File: src/rtl/clook_pkg.sv
// Shared types and constants for the C-LOOK disk request queue.
// Used by the controller, the datapath and the top level; depends on nothing.
package clook_pkg;

	localparam int DEF_QUEUE_DEPTH = 16;
	localparam int DEF_TRACK_BITS  = 16;
	localparam int DEF_TAG_BITS    = 16;

	localparam logic ACT_ADD  = 1'b0;
	localparam logic ACT_TAKE = 1'b1;

	typedef enum logic [1:0] {
		ST_OK    = 2'd0,
		ST_FULL  = 2'd1,
		ST_EMPTY = 2'd2
	} status_t;

	typedef enum logic {
		S_IDLE,
		S_UPD
	} state_t;

	// Commands from the controller to the datapath.
	typedef struct packed {
		logic load_in;
		logic commit;
	} ctl_t;

endpackage

File: src/rtl/clook_disk_request_queue.sv
// C-LOOK disk request queue, top level.
// Input item: tuser is the action (add or take); tdata carries the tag, the
// request track and the head track. Output item: tuser is the status; tdata
// carries the taken tag and track and the now-empty flag.
// Every accepted item gives exactly one result item, in order.
// An add places the request by track order into the current sweep or the
// wrap segment; a take pops the front entry. A full queue drops an add with
// status FULL; a take on an empty queue reports status EMPTY.
// An item is accepted in the idle state, the compare of its track against
// every cell is registered, and the shift of the cell row commits in the
// update state once the output register is free, loading the output
// register. One item is in work at a time: no new item is accepted until
// the current one has committed.
// While a result waits in the output register the next item is still
// accepted; its commit waits until the receiver takes the pending result.
// Reset empties the queue (cell contents are not cleared), returns the
// controller to idle and clears the output valid flag.
// Depends on clook_pkg, clook_ctrl and clook_datapath.
module clook_disk_request_queue
	import clook_pkg::*;
#(
	parameter int QUEUE_DEPTH = DEF_QUEUE_DEPTH,
	parameter int TRACK_BITS  = DEF_TRACK_BITS,
	parameter int TAG_BITS    = DEF_TAG_BITS,
	parameter int IN_DATA_W   = ((TAG_BITS + 2 * TRACK_BITS + 7) / 8) * 8,
	parameter int OUT_DATA_W  = ((TAG_BITS + TRACK_BITS + 1 + 7) / 8) * 8
) (
	input  logic                  clk,
	input  logic                  arst_n,
	input  logic                  s_tvalid,
	output logic                  s_tready,
	// request_tag, request_track, head_track, zero fill
	input  logic [IN_DATA_W-1:0]  s_tdata,
	// action
	input  logic                  s_tuser,
	output logic                  m_tvalid,
	input  logic                  m_tready,
	// out_tag, out_track, now_empty, zero fill
	output logic [OUT_DATA_W-1:0] m_tdata,
	// status
	output logic [1:0]            m_tuser
);

	ctl_t                  ctl;
	status_t               status;
	logic [TAG_BITS-1:0]   out_tag;
	logic [TRACK_BITS-1:0] out_track;
	logic                  now_empty;

	clook_ctrl u_ctrl (
		.clk       (clk),
		.arst_n    (arst_n),
		.in_valid  (s_tvalid),
		.in_ready  (s_tready),
		.out_valid (m_tvalid),
		.out_ready (m_tready),
		.ctl       (ctl)
	);

	clook_datapath #(
		.QUEUE_DEPTH (QUEUE_DEPTH),
		.TRACK_BITS  (TRACK_BITS),
		.TAG_BITS    (TAG_BITS)
	) u_datapath (
		.clk           (clk),
		.arst_n        (arst_n),
		.ctl           (ctl),
		.action        (s_tuser),
		.request_tag   (s_tdata[TAG_BITS-1:0]),
		.request_track (s_tdata[TAG_BITS +: TRACK_BITS]),
		.head_track    (s_tdata[TAG_BITS + TRACK_BITS +: TRACK_BITS]),
		.status        (status),
		.out_tag       (out_tag),
		.out_track     (out_track),
		.now_empty     (now_empty)
	);

	assign m_tdata = OUT_DATA_W'({now_empty, out_track, out_tag});
	assign m_tuser = status;

	localparam int EMPTY_BIT = TAG_BITS + TRACK_BITS;

	// One item is in work at a time, so the input closes right after an accept.
	a_one_in_work: assert property (@(posedge clk) disable iff (!arst_n)
		s_tvalid && s_tready |=> !s_tready)
		else $error("input accepted while an item is still in work");

	// A new result only appears after the update state of an item, in which the input is closed.
	a_result_after_item: assert property (@(posedge clk) disable iff (!arst_n)
		$rose(m_tvalid) |-> $past(!s_tready))
		else $error("result appeared without an item in work");

	a_empty_take: assert property (@(posedge clk) disable iff (!arst_n)
		m_tvalid && m_tuser == ST_EMPTY |-> m_tdata[EMPTY_BIT]
			&& m_tdata[EMPTY_BIT-1:0] == '0)
		else $error("empty take reported a request or a nonempty queue");

	a_full_add: assert property (@(posedge clk) disable iff (!arst_n)
		m_tvalid && m_tuser == ST_FULL |-> !m_tdata[EMPTY_BIT])
		else $error("full add reported an empty queue");

	a_status_code: assert property (@(posedge clk) disable iff (!arst_n)
		m_tvalid |-> m_tuser != 2'd3)
		else $error("undefined status code");

endmodule

File: src/rtl/clook_ctrl.sv
// Controller of the C-LOOK request queue: takes an item, then commits it when
// the output register is free. Depends on clook_pkg.
module clook_ctrl
	import clook_pkg::*;
(
	input  logic clk,
	input  logic arst_n,
	input  logic in_valid,
	output logic in_ready,
	output logic out_valid,
	input  logic out_ready,
	output ctl_t ctl
);

	state_t state_q, state_next;
	logic   out_valid_q;
	logic   out_free;

	assign out_free = !out_valid_q || out_ready;

	always_comb begin
		state_next = state_q;
		unique case (state_q)
			S_IDLE: begin
				if (in_valid) state_next = S_UPD;
			end
			S_UPD: begin
				if (out_free) state_next = S_IDLE;
			end
			default: state_next = S_IDLE;
		endcase
	end

	always_comb begin
		in_ready    = 1'b0;
		ctl.load_in = 1'b0;
		ctl.commit  = 1'b0;
		unique case (state_q)
			S_IDLE: begin
				in_ready    = 1'b1;
				ctl.load_in = in_valid;
			end
			S_UPD: begin
				ctl.commit = out_free;
			end
			default: ;
		endcase
	end

	always_ff @(posedge clk or negedge arst_n) begin
		if (!arst_n) begin
			state_q     <= S_IDLE;
			out_valid_q <= 1'b0;
		end else begin
			state_q <= state_next;
			if (ctl.commit) out_valid_q <= 1'b1;
			else if (out_ready) out_valid_q <= 1'b0;
		end
	end

	assign out_valid = out_valid_q;

endmodule

File: src/rtl/clook_datapath.sv
// Datapath of the C-LOOK request queue: a row of sorted cells with a compare
// per cell, the count and wrap registers, and the result register. Depends on clook_pkg.
module clook_datapath
	import clook_pkg::*;
#(
	parameter int QUEUE_DEPTH = DEF_QUEUE_DEPTH,
	parameter int TRACK_BITS  = DEF_TRACK_BITS,
	parameter int TAG_BITS    = DEF_TAG_BITS
) (
	input  logic                  clk,
	input  logic                  arst_n,
	input  ctl_t                  ctl,
	input  logic                  action,
	input  logic [TAG_BITS-1:0]   request_tag,
	input  logic [TRACK_BITS-1:0] request_track,
	input  logic [TRACK_BITS-1:0] head_track,
	output status_t               status,
	output logic [TAG_BITS-1:0]   out_tag,
	output logic [TRACK_BITS-1:0] out_track,
	output logic                  now_empty
);

	localparam int CNT_W = $clog2(QUEUE_DEPTH + 1);

	logic [TAG_BITS-1:0]   tag_q [QUEUE_DEPTH];
	logic [TRACK_BITS-1:0] trk_q [QUEUE_DEPTH];
	logic [CNT_W-1:0]      count_q, wstart_q;
	logic                  wvalid_q;

	logic                   act_s1;
	logic [TAG_BITS-1:0]    tag_s1;
	logic [TRACK_BITS-1:0]  trk_s1;
	logic [QUEUE_DEPTH-1:0] ge_s1;
	logic [CNT_W-1:0]       nws_s1;
	logic                   nwv_s1;

	logic [CNT_W-1:0]       lo, hi, nws;
	logic                   nwv, inner, front_low;
	logic [QUEUE_DEPTH-1:0] ge;

	// Pick the segment that the new entry goes into. Since each segment is
	// sorted, the cells at or after the insert point are exactly those in the
	// segment with a greater track, plus every cell past the segment.
	always_comb begin
		inner     = request_track >= head_track;
		front_low = trk_q[0] < head_track;
		lo        = '0;
		hi        = '0;
		nws       = wstart_q;
		nwv       = wvalid_q;
		if (count_q == '0) begin
			nws = '0;
			nwv = 1'b0;
		end else if (!wvalid_q) begin
			if (inner && front_low) begin
				nws = CNT_W'(1);
				nwv = 1'b1;
			end else if (!inner && !front_low) begin
				// The new entry starts the wrap segment at the tail.
				lo  = count_q;
				hi  = count_q;
				nws = count_q;
				nwv = 1'b1;
			end else begin
				hi = count_q;
			end
		end else if (inner) begin
			hi  = wstart_q;
			nws = wstart_q + CNT_W'(1);
		end else begin
			lo = wstart_q;
			hi = count_q;
		end
	end

	always_comb begin
		for (int i = 0; i < QUEUE_DEPTH; i++) begin
			ge[i] = (CNT_W'(i) >= lo && CNT_W'(i) < hi && trk_q[i] > request_track)
				|| CNT_W'(i) >= hi;
		end
	end

	always_ff @(posedge clk) begin
		if (ctl.load_in) begin
			act_s1 <= action;
			tag_s1 <= request_tag;
			trk_s1 <= request_track;
			ge_s1  <= ge;
			nws_s1 <= nws;
			nwv_s1 <= nwv;
		end
	end

	logic add_ok, take_ok, is_full, is_empty;

	assign is_full  = count_q == CNT_W'(QUEUE_DEPTH);
	assign is_empty = count_q == '0;
	assign add_ok   = act_s1 == ACT_ADD && !is_full;
	assign take_ok  = act_s1 == ACT_TAKE && !is_empty;

	for (genvar g = 0; g < QUEUE_DEPTH; g++) begin : g_cell
		logic prev_ge;
		logic [TAG_BITS-1:0]   next_tag;
		logic [TRACK_BITS-1:0] next_trk;

		if (g == 0) begin : g_first
			assign prev_ge = 1'b0;
		end else begin : g_rest
			assign prev_ge = ge_s1[g-1];
		end

		// On a take every cell moves one place toward the front.
		if (g == QUEUE_DEPTH - 1) begin : g_last
			assign next_tag = tag_q[g];
			assign next_trk = trk_q[g];
		end else begin : g_mid
			assign next_tag = tag_q[g+1];
			assign next_trk = trk_q[g+1];
		end

		always_ff @(posedge clk) begin
			if (ctl.commit) begin
				if (add_ok) begin
					if (prev_ge) begin
						tag_q[g] <= tag_q[(g == 0) ? 0 : g - 1];
						trk_q[g] <= trk_q[(g == 0) ? 0 : g - 1];
					end else if (ge_s1[g]) begin
						tag_q[g] <= tag_s1;
						trk_q[g] <= trk_s1;
					end
				end else if (take_ok) begin
					tag_q[g] <= next_tag;
					trk_q[g] <= next_trk;
				end
			end
		end
	end

	logic [CNT_W-1:0] count_next, take_ws;
	logic             take_wv;

	always_comb begin
		take_ws = wstart_q;
		take_wv = wvalid_q;
		if (wvalid_q) begin
			if (wstart_q != '0) take_ws = wstart_q - CNT_W'(1);
			if (take_ws == '0) take_wv = 1'b0;
		end
		count_next = count_q;
		if (add_ok) count_next = count_q + CNT_W'(1);
		else if (take_ok) count_next = count_q - CNT_W'(1);
	end

	always_ff @(posedge clk or negedge arst_n) begin
		if (!arst_n) begin
			count_q  <= '0;
			wstart_q <= '0;
			wvalid_q <= 1'b0;
		end else if (ctl.commit) begin
			count_q <= count_next;
			if (add_ok) begin
				wstart_q <= nws_s1;
				wvalid_q <= nwv_s1;
			end else if (take_ok) begin
				wstart_q <= take_ws;
				wvalid_q <= take_wv;
			end
		end
	end

	always_ff @(posedge clk) begin
		if (ctl.commit) begin
			out_tag   <= take_ok ? tag_q[0] : '0;
			out_track <= take_ok ? trk_q[0] : '0;
			now_empty <= count_next == '0;
			if (act_s1 == ACT_ADD) status <= is_full ? ST_FULL : ST_OK;
			else status <= is_empty ? ST_EMPTY : ST_OK;
		end
	end

endmodule

File: config.mk
export PLATFORM = sky130hd
export DESIGN_NAME = clook_disk_request_queue
export DESIGN_NICKNAME = d
export VERILOG_FILES = /design/src/rtl/clook_pkg.sv /design/src/rtl/clook_disk_request_queue.sv /design/src/rtl/clook_ctrl.sv /design/src/rtl/clook_datapath.sv
export SDC_FILE = /design/constraint.sdc
export NUM_CORES = 2
export LEC_CHECK = 0
export BUFFER_PORTS_ARGS = -buffer_cell sky130_fd_sc_hd__buf_4
export CAP_MARGIN = 10
export CORE_MARGIN = 5
export CORE_UTILIZATION = 30
export CTS_CLUSTER_SIZE = 20
export DETAILED_ROUTE_END_ITERATION = 8
export GPL_ROUTABILITY_DRIVEN = 0
export GPL_TIMING_DRIVEN = 0
export SLEW_MARGIN = 5
export SYNTH_ARGS = -nofsm -noshare
export SYNTH_HDL_FRONTEND = slang
export SYNTH_SLANG_ARGS = --single-unit
export TNS_END_PERCENT = 1
File: constraint.sdc
create_clock -name clk -period 6.9 [get_ports clk]
set_clock_uncertainty 0.2 [all_clocks]
set_input_delay 0.345 -clock clk [delete_from_list [all_inputs] [get_ports clk]]
set_output_delay 0.345 -clock clk [all_outputs]
set_load 0.05 [all_outputs]
==> run summary <==
Power Dens Cells: 444.4 mW/mm²
starting density of the core: 0.3007
Total GRT Usage: 0.1797
dominant synthesized flop cell: edfxtp_1
Core Util, Final: 0.3475
fraction of layout cells with a size suffix above 1: 0.09111
PortBufs: 89
drt first pass iters: 5
area of the core: 0.1214 mm²
most frequent cells in the layout: 630 x nand2_1, 602 x edfxtp_1, 519 x o21ai_0
compound-cell area share of the yosys netlist: 0.1228
largest family of logic cells by synthesized area: multiplexers
diodes inserted: 0
total clock sinks: 615
CP Data Arrival Time: 4.77 ns
Mapped Cells: 3,397
endpoints failing setup: 0
outcome: finished clean
area growth from synthesis to layout: 15.56%
EDFF count, synth: 602
Synth async-reset ratio: 0.02114
RR Startpoint: u_ctrl.out_valid$_DFFE_PN0P_
Leak: 17.83 nW
Placed Area: 0.03955 mm²
H-Tree Depth: 3
post-synthesis adder-cell area fraction: 0.09975
grt ovf: 0
row cnt: 128
Mapped Area: 0.03650 mm²
CTS tree: built
Worst-Margin Slew: 1.325 ns
Post-Place Worst Slack: 2.198 ns
clock-pin slew on the worst setup and hold paths: 0.06 ns
Worst Setup SP: m_tready
post-synthesis xor/xnor area fraction: 0.001920
RSZ-0062 raised after global routing: false
DRC: 0
WL/cell: 22.79 µm
simple logic cell fraction of the synthesized area: 0.1123
Longest Clk Path Bufs: 3
design area: 0.04218 mm²
via count: 28,660
antenna-violating nets left: 0
Tot Pwr: 18.74 mW
number of max-cap violations: 0
hold_sp: s_tdata[8]
most common cell after layout, fill and taps aside: nand2_1
DP HPWL: 91.33 mm
post-synthesis mux area share: 0.1242
worst rel slew slack: 0.1158
worst path required time: 7.06 ns
first-pass GRT wire length: 180.6 mm
Routed WL: 120.6 mm
register area share after synthesis: 0.5042
Worst Setup End Kind: flop
initial antenna violation count: 0
maximum VDD drop: 0.2086 mV
Synth Area per Inst: 10.75 µm²
#FFs+latches synth: 615
chip height: 358.8 µm
final setup TNS: 0 ns
IO Pins: 97
fin crit period: 4.619 ns
fill count: 12,220
vias in the first global route: 28,900
final max-slew violation count: 0
root buffer cell: clkbuf_16
Final Hold Fails: 0
Crit Path Max Fanout: 28
die area: 0.1287 mm²
die width: 358.8 µm
post-CTS setup buffer count: 0
initial drt markers: 2,783
max frequency: 216.5 MHz
synth warn: 0
Clock Latency Late Sink: 0.63 ns
Yosys cell types: 76
Hold Crit Class: in -> reg
CP Class: in -> reg
setup ws final: 2.281 ns
Post-layout nets: 3,957
largest net degree at the start of global routing: 33
number of CTS-inserted buffers: 69
Setup crit start kind: input port
vias per inst: 5.416
Final period util: 0.6694
-- per-layer routing --
metal | up-vias | routed length [µm] | track usage
met4 | 0 | 3519 | 0.05337
met2 | 1120 | 54040 | 0.2820
met3 | 189 | 9727 | 0.03689
met1 | 14280 | 53310 | 0.2508
met5 | - | 0 | 0
li1 | 13070 | - | -
-- path summary, 6_finish.rpt --
check	endpoint	slack [ns]	cells after the start
worst max-delay path	u_datapath.tag_q[3][23]$_DFFE_PP_	2.28	12
worst min-delay path	u_datapath.tag_s1[8]$_DFFE_PP_	0.23	2
worst max register to register	u_datapath.tag_q[3][23]$_DFFE_PP_	2.37	10
worst min register to register	u_datapath.wvalid_q$_DFFE_PN0P_	0.25	2
max in group asynchronous	u_datapath.wstart_q[1]$_DFFE_PN0P_	5.42	3
min in group asynchronous	u_datapath.wstart_q[3]$_DFFE_PN0P_	0.63	3
-- kinds of logic (layout without fill, tap and decap cells) --
| kind of cell | count (synthesis) | after routing |
|---|---|---|
| buf+inv | 296 | 559 |
| fa+ha+maj | 291 | 291 |
| other cells | 1 | 7 |
| mux | 449 | 449 |
| simple gates | 952 | 952 |
| flops | 615 | 615 |
| xor+xnor | 8 | 8 |
| compound gates | 785 | 785 |
-- through the flow --
| step | hold slack (ns) | std cells |
|---|---|---|
| after floorplan | -0.1506 | 3403 |
| after CTS | 0.1987 | 5291 |
| after global routing | 0.2341 | 5291 |
| after global placement | 0.01053 | 5117 |
| final | 0.2326 | 5291 |
| after detailed placement | 0.01267 | 5130 |
-- power by group --
part / total [mW] / internal (mW) / switching (mW)
sequential: 7.91 / 6.61 / 1.29
combinational: 7.00 / 2.47 / 4.53
clock: 3.84 / 2.20 / 1.63
-- sequential cells by signal, summed over array words and instances, names as in the netlist, 2 cells and up --
name and count:
u_datapath.count_q 5, u_datapath.ge_s1 16, u_datapath.nws_s1 5, u_datapath.out_tag 16, u_datapath.out_track 16, u_datapath.status 2, u_datapath.tag_q 256, u_datapath.tag_s1 16
u_datapath.trk_q 256, u_datapath.trk_s1 16, u_datapath.wstart_q 5
-- cells in the mapped netlist, drive strengths merged, types with 5 or more instances --
library cell  instances  area (µm²)
a21oi                94       481.7
nand2               644        2420
xnor2                 6       52.55
inv                  61       229.0
o221ai               10       93.84
a31oi                 9       56.30
nand4                59       369.1
and2                  6       37.54
a22oi                35       281.5
nand3b               14       105.1
o21ai               521        2608
nand3                12       60.06
buf                  74       437.9
o211ai                5       37.54
nor3                 38       195.2
o21a                  8       60.06
o31ai                 5       37.54
a21o                 24       181.4
mux2                 32       360.4
dfrtp                13       325.3
and3                 37       231.5
nor2b                17       106.4
a2111oi               5       45.04
mux2i               417        4174
nand2b                5       38.78
a211oi               25       200.2
o21bai                5       37.54
o22ai                 8       50.05
nor4                 12       75.07
edfxtp              602       18080
clkbuf              160       600.6
ha                  291        3641
nor2                 93       351.6
-- cell type report --
class                      count  area (µm²)  area share
sequential                   615       18400      0.4363
multi-input combinational   2492       16920      0.4010
tap                         1625        2033     0.04820
clock buffer                  89        1887     0.04473
timing repair buffer         139        1294     0.03067
buffer                       234        1039     0.02462
clock inverter                35       376.6    0.008929
inverter                      62       232.7    0.005517
-- critical path, stage by stage --
cell	delay (ns)
dlygate4sd3_1	0.53
buf_4	0.13
nand2b_1	0.14
nand2_1	0.23
clkbuf_1	0.55
inv_2	0.30
buf_12	0.25
nand2_1	0.09
clkbuf_1	0.60
buf_1	0.90
nand2_2	0.34
buf_12	0.28
-- what timing repair did --
item                                   in CTS  in global routing
gates resized for setup                     0                  0
endpoints found under the hold margin      48                  0
hold buffers                               37                  0
(Power assumes the default switching activity.)
